===== src/rtl/gcs_pkg.sv =====
`default_nettype none
// ----------------------------------------------------------------------------
// gcs_pkg
// Shared constants and types for the gate chain sequencer.
// ----------------------------------------------------------------------------
package gcs_pkg;

   localparam int NUM_GATES   = 5;
   localparam int QUEUE_DEPTH = 8;
   localparam int NUM_REGS    = 5;
   localparam int NUM_QUEUES  = NUM_GATES - 1;

   localparam int DEST_W  = 3;
   localparam int DWELL_W = 16;
   localparam int REG_W   = 32;
   localparam int INDEX_W = 3;
   localparam int MASK_W  = NUM_GATES;
   localparam int HEAD_W  = (QUEUE_DEPTH > 1) ? $clog2(QUEUE_DEPTH) : 1;
   localparam int FILL_W  = $clog2(QUEUE_DEPTH + 1);

   // open dwell in the upper half, closed dwell in the lower half
   localparam logic [REG_W-1:0] DWELL_RESET [NUM_REGS] = '{
      {16'd50,  16'd750},
      {16'd400, 16'd100},
      {16'd500, 16'd100},
      {16'd100, 16'd250},
      {16'd250, 16'd250}
   };

   typedef struct packed {
      logic [MASK_W-1:0] fired_mask;
      logic [MASK_W-1:0] open_mask;
   } rsp_type;

endpackage : gcs_pkg
`default_nettype wire


===== src/rtl/gate_chain_sequencer.sv =====
`default_nettype none
// ----------------------------------------------------------------------------
// gate_chain_sequencer
// Chain of gates with dwell counters and per-gate destination queues.
//
//   channel | direction | handshake           | payload
//   req     | in        | req_valid/req_stall | req_new_destination
//   rsp     | out       | rsp_valid/rsp_stall | rsp_fired_mask, rsp_open_mask
//   csr     | in        | csr_valid/csr_ready | csr_index, csr_wdata
//
// One tick per cycle while requests are accepted: gates, counters and queues
// update in combinational logic; results are registered in the output stage.
// A two-entry output stage (result register plus skid register) keeps the
// input open while one result waits; req_stall rises only when both are full.
// Synchronous reset clears counters, gate flags, queue heads and fills and
// restores the dwell registers. csr writes are always taken.
// ----------------------------------------------------------------------------
module gate_chain_sequencer (
   input  wire logic                          clock,
   input  wire logic                          reset,
   input  wire logic                          req_valid,
   output      logic                          req_stall,
   input  wire logic [gcs_pkg::DEST_W-1:0]    req_new_destination,
   output      logic                          rsp_valid,
   input  wire logic                          rsp_stall,
   output      logic [gcs_pkg::MASK_W-1:0]    rsp_fired_mask,
   output      logic [gcs_pkg::MASK_W-1:0]    rsp_open_mask,
   input  wire logic                          csr_valid,
   output      logic                          csr_ready,
   input  wire logic [gcs_pkg::INDEX_W-1:0]   csr_index,
   input  wire logic [gcs_pkg::REG_W-1:0]     csr_wdata
);
   import gcs_pkg::*;

   logic [REG_W-1:0]   dwell_regs_ff [NUM_REGS];
   logic [DWELL_W-1:0] count_ff [NUM_GATES];
   logic [DWELL_W-1:0] count_in [NUM_GATES];
   logic [NUM_GATES-1:0] open_ff, open_in;
   logic [DEST_W-1:0]  queue_store_ff [NUM_QUEUES][QUEUE_DEPTH];
   logic [HEAD_W-1:0]  head_ff [NUM_QUEUES];
   logic [HEAD_W-1:0]  head_in [NUM_QUEUES];
   logic [FILL_W-1:0]  fill_ff [NUM_QUEUES];
   logic [FILL_W-1:0]  fill_in [NUM_QUEUES];

   logic [NUM_GATES-1:0]  fire;
   logic [NUM_QUEUES-1:0] pop_en;
   logic [NUM_QUEUES-1:0] push_req;
   logic [NUM_QUEUES-1:0] push_en;
   logic [DEST_W-1:0]     pop_data [NUM_QUEUES];
   logic [DEST_W-1:0]     push_data [NUM_QUEUES];
   logic [HEAD_W-1:0]     wr_addr [NUM_QUEUES];

   logic    accept;
   logic    out_take;
   logic    out_valid_ff, skid_valid_ff;
   rsp_type out_ff, skid_ff, result_in;

   assign csr_ready = 1'b1;
   assign req_stall = skid_valid_ff;
   assign accept    = req_valid && !skid_valid_ff;
   assign out_take  = out_valid_ff && !rsp_stall;

   assign rsp_valid      = out_valid_ff;
   assign rsp_fired_mask = out_ff.fired_mask;
   assign rsp_open_mask  = out_ff.open_mask;

   // dwell compare for every gate
   always_comb begin
      logic [DWELL_W:0]   cnt;
      logic [DWELL_W-1:0] dwell;
      for (int g = 0; g < NUM_GATES; g++) begin
         cnt = {1'b0, count_ff[g]} + {{DWELL_W{1'b0}}, 1'b1};
         if (g < NUM_REGS) begin
            dwell = open_ff[g] ? dwell_regs_ff[g][REG_W-1:DWELL_W]
                               : dwell_regs_ff[g][DWELL_W-1:0];
         end else begin
            dwell = '0;
         end
         fire[g]     = cnt >= {1'b0, dwell};
         count_in[g] = fire[g] ? '0 : cnt[DWELL_W-1:0];
      end
   end

   // queue q is popped by gate q+1 before gate q pushes into it
   always_comb begin
      logic [HEAD_W:0] sum;
      for (int q = 0; q < NUM_QUEUES; q++) begin
         pop_en[q]   = fire[q+1] && (fill_ff[q] != '0);
         pop_data[q] = queue_store_ff[q][head_ff[q]];
      end
      open_in = open_ff;
      if (fire[0]) begin
         open_in[0] = (req_new_destination < DEST_W'(NUM_GATES)) && !open_ff[0];
      end
      for (int g = 1; g < NUM_GATES; g++) begin
         if (fire[g]) begin
            open_in[g] = pop_en[g-1] && (pop_data[g-1] != DEST_W'(g));
         end
      end
      push_req[0]  = fire[0] && open_in[0];
      push_data[0] = req_new_destination;
      for (int q = 1; q < NUM_QUEUES; q++) begin
         push_req[q]  = fire[q] && open_in[q];
         push_data[q] = pop_data[q-1];
      end
      for (int q = 0; q < NUM_QUEUES; q++) begin
         push_en[q] = push_req[q] &&
                      ((fill_ff[q] - FILL_W'(pop_en[q])) < FILL_W'(QUEUE_DEPTH));
         fill_in[q] = fill_ff[q] - FILL_W'(pop_en[q]) + FILL_W'(push_en[q]);
         if (pop_en[q]) begin
            head_in[q] = (head_ff[q] == HEAD_W'(QUEUE_DEPTH - 1)) ? '0
                                                                 : head_ff[q] + HEAD_W'(1);
         end else begin
            head_in[q] = head_ff[q];
         end
         // head plus fill stays below twice the depth
         sum = {1'b0, head_ff[q]} + (HEAD_W+1)'(fill_ff[q]);
         if (sum >= (HEAD_W+1)'(QUEUE_DEPTH)) begin
            sum = sum - (HEAD_W+1)'(QUEUE_DEPTH);
         end
         wr_addr[q] = sum[HEAD_W-1:0];
      end
      result_in.fired_mask = fire;
      result_in.open_mask  = open_in;
   end

   always_ff @(posedge clock) begin
      if (reset) begin
         for (int r = 0; r < NUM_REGS; r++) begin
            dwell_regs_ff[r] <= DWELL_RESET[r];
         end
      end else if (csr_valid && csr_ready) begin
         for (int r = 0; r < NUM_REGS; r++) begin
            if (csr_index == INDEX_W'(r)) begin
               dwell_regs_ff[r] <= csr_wdata;
            end
         end
      end
   end

   always_ff @(posedge clock) begin
      if (reset) begin
         open_ff <= '0;
         for (int g = 0; g < NUM_GATES; g++) begin
            count_ff[g] <= '0;
         end
         for (int q = 0; q < NUM_QUEUES; q++) begin
            head_ff[q] <= '0;
            fill_ff[q] <= '0;
         end
      end else if (accept) begin
         open_ff <= open_in;
         for (int g = 0; g < NUM_GATES; g++) begin
            count_ff[g] <= count_in[g];
         end
         for (int q = 0; q < NUM_QUEUES; q++) begin
            head_ff[q] <= head_in[q];
            fill_ff[q] <= fill_in[q];
         end
      end
   end

   // queue entries carry no reset
   always_ff @(posedge clock) begin
      for (int q = 0; q < NUM_QUEUES; q++) begin
         if (accept && push_en[q]) begin
            queue_store_ff[q][wr_addr[q]] <= push_data[q];
         end
      end
   end

   // output register with skid stage
   always_ff @(posedge clock) begin
      if (reset) begin
         out_valid_ff  <= 1'b0;
         skid_valid_ff <= 1'b0;
      end else if (skid_valid_ff) begin
         if (out_take) begin
            skid_valid_ff <= 1'b0;
         end
      end else if (accept) begin
         if (out_valid_ff && !out_take) begin
            skid_valid_ff <= 1'b1;
         end
         out_valid_ff <= 1'b1;
      end else if (out_take) begin
         out_valid_ff <= 1'b0;
      end
   end

   always_ff @(posedge clock) begin
      if (skid_valid_ff) begin
         if (out_take) begin
            out_ff <= skid_ff;
         end
      end else if (accept) begin
         if (out_valid_ff && !out_take) begin
            skid_ff <= result_in;
         end else begin
            out_ff <= result_in;
         end
      end
   end

endmodule : gate_chain_sequencer
`default_nettype wire

===== config.mk =====
export PLATFORM = sky130hd
export DESIGN_NAME = gate_chain_sequencer
export DESIGN_NICKNAME = d
export VERILOG_FILES = /design/src/rtl/gcs_pkg.sv /design/src/rtl/gate_chain_sequencer.sv
export SDC_FILE = /design/constraint.sdc
export NUM_CORES = 1
export LEC_CHECK = 0
export BUFFER_PORTS_ARGS = -buffer_cell sky130_fd_sc_hd__buf_2
export CAP_MARGIN = 20
export CORE_MARGIN = 4
export CORE_UTILIZATION = 35
export CTS_CLUSTER_SIZE = 40
export DETAILED_ROUTE_END_ITERATION = 12
export RECOVER_POWER = 100
export SLEW_MARGIN = 15
export SYNTH_ARGS = -nofsm -noshare
export SYNTH_HDL_FRONTEND = slang
export SYNTH_SLANG_ARGS = --single-unit

===== constraint.sdc =====
create_clock -name clock -period 6.52 [get_ports clock]
set_input_delay 1.304 -clock clock [delete_from_list [all_inputs] [get_ports clock]]
set_output_delay 1.304 -clock clock [all_outputs]
set_load 0.02 [all_outputs]

Word level (Yosys, flattened, before mapping) --
Memory sizes are Yosys's and may differ from the RTL's. Index checks and enable logic that the tools add are counted.
Cells by class: add/sub/neg operators 25, order comparisons 26, equal/unequal tests 14, multiplexer cells 108, bitwise logic cells 27, reductions and logical operators 42
Operators with widths (number):
- two-way mux 16 bit | 15
- two-way mux 32 bit | 5
- two-way mux 24 bit | 4
- adder 16 x 1 -> 17 bit, second input constant | 5
- >= comparator 17 x 16 -> 1 bit | 5
- two-way mux 3 bit | 28
- >= comparator 4 bit, second input constant | 12
- two-way mux 1 bit | 40
- two-way mux 10 bit | 4
- binary-select mux 3 bit (select 3 bit) | 4
- demux 3 bit (select 3 bit) | 4
- NOT 3 -> 4 bit | 8
- logical AND 1 bit | 28
- OR 1 bit | 18
- adder 3 x 4 -> 4 bit | 4
- adder 4 x 1 -> 4 bit | 4
- < comparator 4 x 1 -> 1 bit, second input constant | 4
- < comparator 4 bit, second input constant | 4
- two-way mux 4 bit | 4
- nonzero test 4 bit | 4
- subtractor 4 x 1 -> 4 bit | 4
- == test 3 bit, second input constant | 5
- adder 3 x 1 -> 3 bit, second input constant | 4
- subtractor 3 x 1 -> 3 bit, second input constant | 4
- other kinds (13) | 21
Storage, ports and cells: register bits 27, memory bits (writable) 364, input port bits 43, output and inout bits 13, word-level logic and storage cells 254, memories kept 5
Memories:
- dwell_regs_ff | depth 5, bits a word 32, read ports 5, clocked after memory_dff 0, wr ports 5, line gate_chain_sequencer.sv:35 | logic [REG_W-1:0] dwell_regs_ff [NUM_REGS];
- queue_store_ff | depth 4, bits a word 24, read ports 4, clocked after memory_dff 0, wr ports 4, line gate_chain_sequencer.sv:39 | logic [DEST_W-1:0] queue_store_ff [NUM_QUEUES][QUEUE_DEPTH];
- count_ff | depth 5, bits a word 16, read ports 5, clocked after memory_dff 0, wr ports 5, line gate_chain_sequencer.sv:36 | logic [DWELL_W-1:0] count_ff [NUM_GATES];
- fill_ff | depth 4, bits a word 4, read ports 4, clocked after memory_dff 0, wr ports 4, line gate_chain_sequencer.sv:42 | logic [FILL_W-1:0] fill_ff [NUM_QUEUES];
- head_ff | depth 4, bits a word 3, read ports 4, clocked after memory_dff 0, wr ports 4, line gate_chain_sequencer.sv:40 | logic [HEAD_W-1:0] head_ff [NUM_QUEUES];

Longest topological paths before layout --
An unclocked memory read counts as a cell.
depth in word-level cells 13, mapped depth 22, gate-level depth less buffers 21

Worst setup path before layout --
No wires, ideal clock.
kind register to register, start point reg open_ff[1], end point mem queue_store_ff[0][15] in the netlist's numbering, enable pin, library setup time 0.374 ns, data arrival time 4.109 ns, data required time 6.146 ns, slack 2.037 ns, stages on the path, launching flop included 18, path buffers 3, period minus slack after synthesis 4.483 ns, path through dfxtp_1 clkbuf_1 clkbuf_1 mux2i_1 ha_1 a21oi_1 o21ai_0 a41oi_1 a21oi_1 or2_2 clkbuf_1 and2_1 ha_1 nand2_1 xor2_1 nand2_1 or3_1 nor4b_1
RTL lines:
- start, declared | line gate_chain_sequencer.sv:38 | logic [NUM_GATES-1:0] open_ff, open_in;
- start signal, assigned | line gate_chain_sequencer.sv:152 | open_ff <= open_in;
- end, declared | line gate_chain_sequencer.sv:39

==> results by group <==
Status
  • Status: complete, but fails checks
  • Failing checks: max-capacitance violations, max-slew violations

Clock tree
  • Number of buffers created by CTS: 41
  • Post-CTS sizing: 0
  • Clock Latency Late Sink: 560 ps
  • CTS tree: yes
  • Clock tree buffer depth: 3
  • Htree depth: 2
  • Postcts setup bufs: 0
  • Hold_buf cts: 0
  • Clock Pin Slew Worst Setup and Hold Paths: 60 ps
  • Root buf cell: clkbuf_16
  • CTS sink count: 391

Worst setup path
  • Worst Setup Start Kind: input pin
  • WS Path Type: input pin to flip-flop
  • RR Endpoint: queue_store_ff[3][4]
  • CP Capture Type: flip-flop
  • CP Launch Point: reset
  • WP data arrival: 5690 ps
  • Flop2flop setup slack: 1340 ps
  • Req. time, crit path: 6690 ps
  • R2R cell count: 18
  • Crit-path max FO: 53
  • Reg2reg start: count_ff[0][64]

Final layout
  • Final std cells w/o fill: 2196
  • N_diodes: 0
  • Proportion of layout cells with a drive suffix above 1: 9.27%
  • Area Overhead vs Synth: 11.9%
  • Nets: 1632
  • Final instance area: 21600 um^2
  • Post-layout util: 39.8%
  • Fillers: 5067

Synthesis
  • Dominant synthesized flop cell: edfxtp_1
  • Post-synthesis cell area: 19300 um^2
  • Post-Synth XOR/XNOR Area: 4.36%
  • Number of enable flip-flop cells after synthesis: 384
  • Post-Synth Simple-Gate Area: 14.2%
  • Synth Net Count: 1565
  • Largest family of logic cells by synthesized area: simple AND/OR/NAND/NOR gates
  • Adder-cell share of the synthesized area: 7.74%
  • Avg Inst Size Synth: 13.7 um^2
  • Leading area contributor after synthesis: edfxtp_1
  • Area contributors post-synth: edfxtp_1 60%, ha_1 7.3%, mux2i_1 4.0%
  • Synth top area share: 59.8%
  • Synthesis-stage register bit count: 391
  • Syn Inst Count: 1405
  • Seq/Total Area, Yosys: 60.5%
  • Compound-gate portion of the synthesized area: 3.92%
  • Synth async-reset ratio: 0%
  • Synth Warn #: 0
  • Distinct cells, synth: 72
  • Multiplexer area fraction after synthesis: 7.52%

Drt
  • Detailed Route WL: 42700 um
  • Total number of vias: 11500
  • Routed len/inst: 19.4 um
  • Starting DRC count in detailed routing: 822
  • DRT antenna net count: 0
  • Vias per inst: 5.22
  • # DRC: 0
  • Initial DRT Pass Iterations: 5

Timing
  • Clock Skews: 12.2 ps
  • Tmin final: 5520 ps
  • Final setup violation count: 0
  • F_max: 181 MHz
  • Final critical-path share of the clock period: 84.6%
  • Final Hold Viols: 0
  • Final TNS setup: 0 ps
  • Tightest Pin Transition: 2620 ps
  • Final setup margin: 1000 ps
  • Fin. max-slew vios: 153
  • Worst hold slack: 547 ps
  • Slew headroom: -74.4%
  • RSZ-0062 raised after global routing: no

Place
  • RePlAce Congestion: 0.794
  • Post-DP HPWL: 30500 um
  • Port Buffers: 54
  • Placed cell areas: 20400 um^2
  • # placed instances: 2124
  • Dpl ws: 1420 ps

Min path
  • Hold depth: 2
  • Worst hold path endpoint: rsp_open_mask[1]
  • Hold Path Class: flip-flop to flip-flop
  • Hold path start: skid_ff[1]

Global routing
  • Number of global-route vias before repair: 11300
  • Initial antenna violation count: 1
  • Global-route wire length before repair: 66300 um
  • Grt ovf: 0
  • GRT Overall Usage: 14.3%
  • Largest net degree at the start of global routing: 54

Floorplan
  • Die Wd: 243 um
  • Die Y: 243 um
  • Core area: 54200 um^2
  • Row cnt: 85
  • Die area: 58900 um^2
  • Ports: 56
  • Initial Util: 35.6%

Pwr
  • PwrDens: 290 nW/um^2
  • Tot Pwr: 6.26 mW
  • P_leak: 7.68 nW
  • Max VDD drop: 179 uV

Job
  • Max-cap violations: 4
## cells by family (layout without fill, tap and decap cells)
family	after synthesis	after routing
AOI/OAI and AO/OA	111	111
xor gates and xnor gates	96	96
adders and majority gates	117	117
buffers and inverters	83	178
DFF	391	391
muxes	117	117
other	1	1
and+or+nand+nor	489	489
## cells in the mapped netlist, types with 7 or more instances
library cell,instances
mux4_2,12
o21ai_0,19
nor2_1,76
and2_1,46
and4_1,7
nand4_1,28
dfxtp_1,7
nor4b_1,13
xnor2_1,55
nand2_1,77
mux2i_1,77
nand3_1,42
xor2_1,41
buf_2,7
nor4_1,19
nor2b_1,50
nand2b_1,23
edfxtp_1,384
clkbuf_1,33
ha_1,113
and3_1,30
o211ai_1,7
mux2_2,21
inv_1,38
nor3_1,26
a21o_1,9
a21oi_1,29
nor3b_1,25
## cells in the final DEF (no fill, tap or decap), drive strengths merged, types with 39 or more instances in the layout
cell type,instances
inv,39
nand2,77
nand3,43
and2,46
xor2,41
edfxtp,384
xnor2,55
ha,113
buf,41
mux2i,77
nor2,77
nor2b,50
clkbuf,80
## worst max path at each step
stage	endpoint	slack [ps]	depth (start not counted)
final	count_ff[0][37]	1000	4
after global routing	count_ff[0][31]	580	4
after CTS	queue_store_ff[3][16]	1400	18
after detailed placement	queue_store_ff[3][15]	1420	18
after global placement	queue_store_ff[3][3]	1550	18
after floorplan	queue_store_ff[0][15]	2040	17
## cell type report
class                      count  area, um^2  share of cell area (%)
clock buffer                  52        1110                    5.14
clock inverter                19         199                   0.922
inverter                      38         143                   0.661
multi-input combinational    931        7260                    33.6
sequential                   391       11700                    54.1
tap                          696         871                    4.04
timing repair buffer          69         329                    1.52
## report_power, final
part | total (mW) | internal, mW | switching, mW
clock | 2.32 | 1.36 | 0.960
sequential | 3.11 | 2.97 | 0.133
combinational | 0.834 | 0.329 | 0.505
## per-layer routing
metal  vias to the layer above  global-route usage (%)  wire, um
li1                       5462                       -         -
met1                      5678                    20.5     20200
met2                       267                    23.0     19700
met3                        46                    2.11      2010
met4                         0                    3.65       728
met5                         -                       0         0
## flip-flops by register name, summed over array words and instances (netlist names)
register        flops
queue_store_ff     96
fill_ff            16
skid_ff            10
req_stall           1
rsp_valid           1
head_ff            12
rsp_fired_mask      5
rsp_open_mask       5
count_ff           80
dwell_regs_ff     160
open_ff             5
## worst max-delay path, stage by stage
cell and delay, ps:
clkbuf_1 470, clkbuf_1 780, or2_1 1970, clkbuf_2 1100
(Power assumes the default switching activity.)
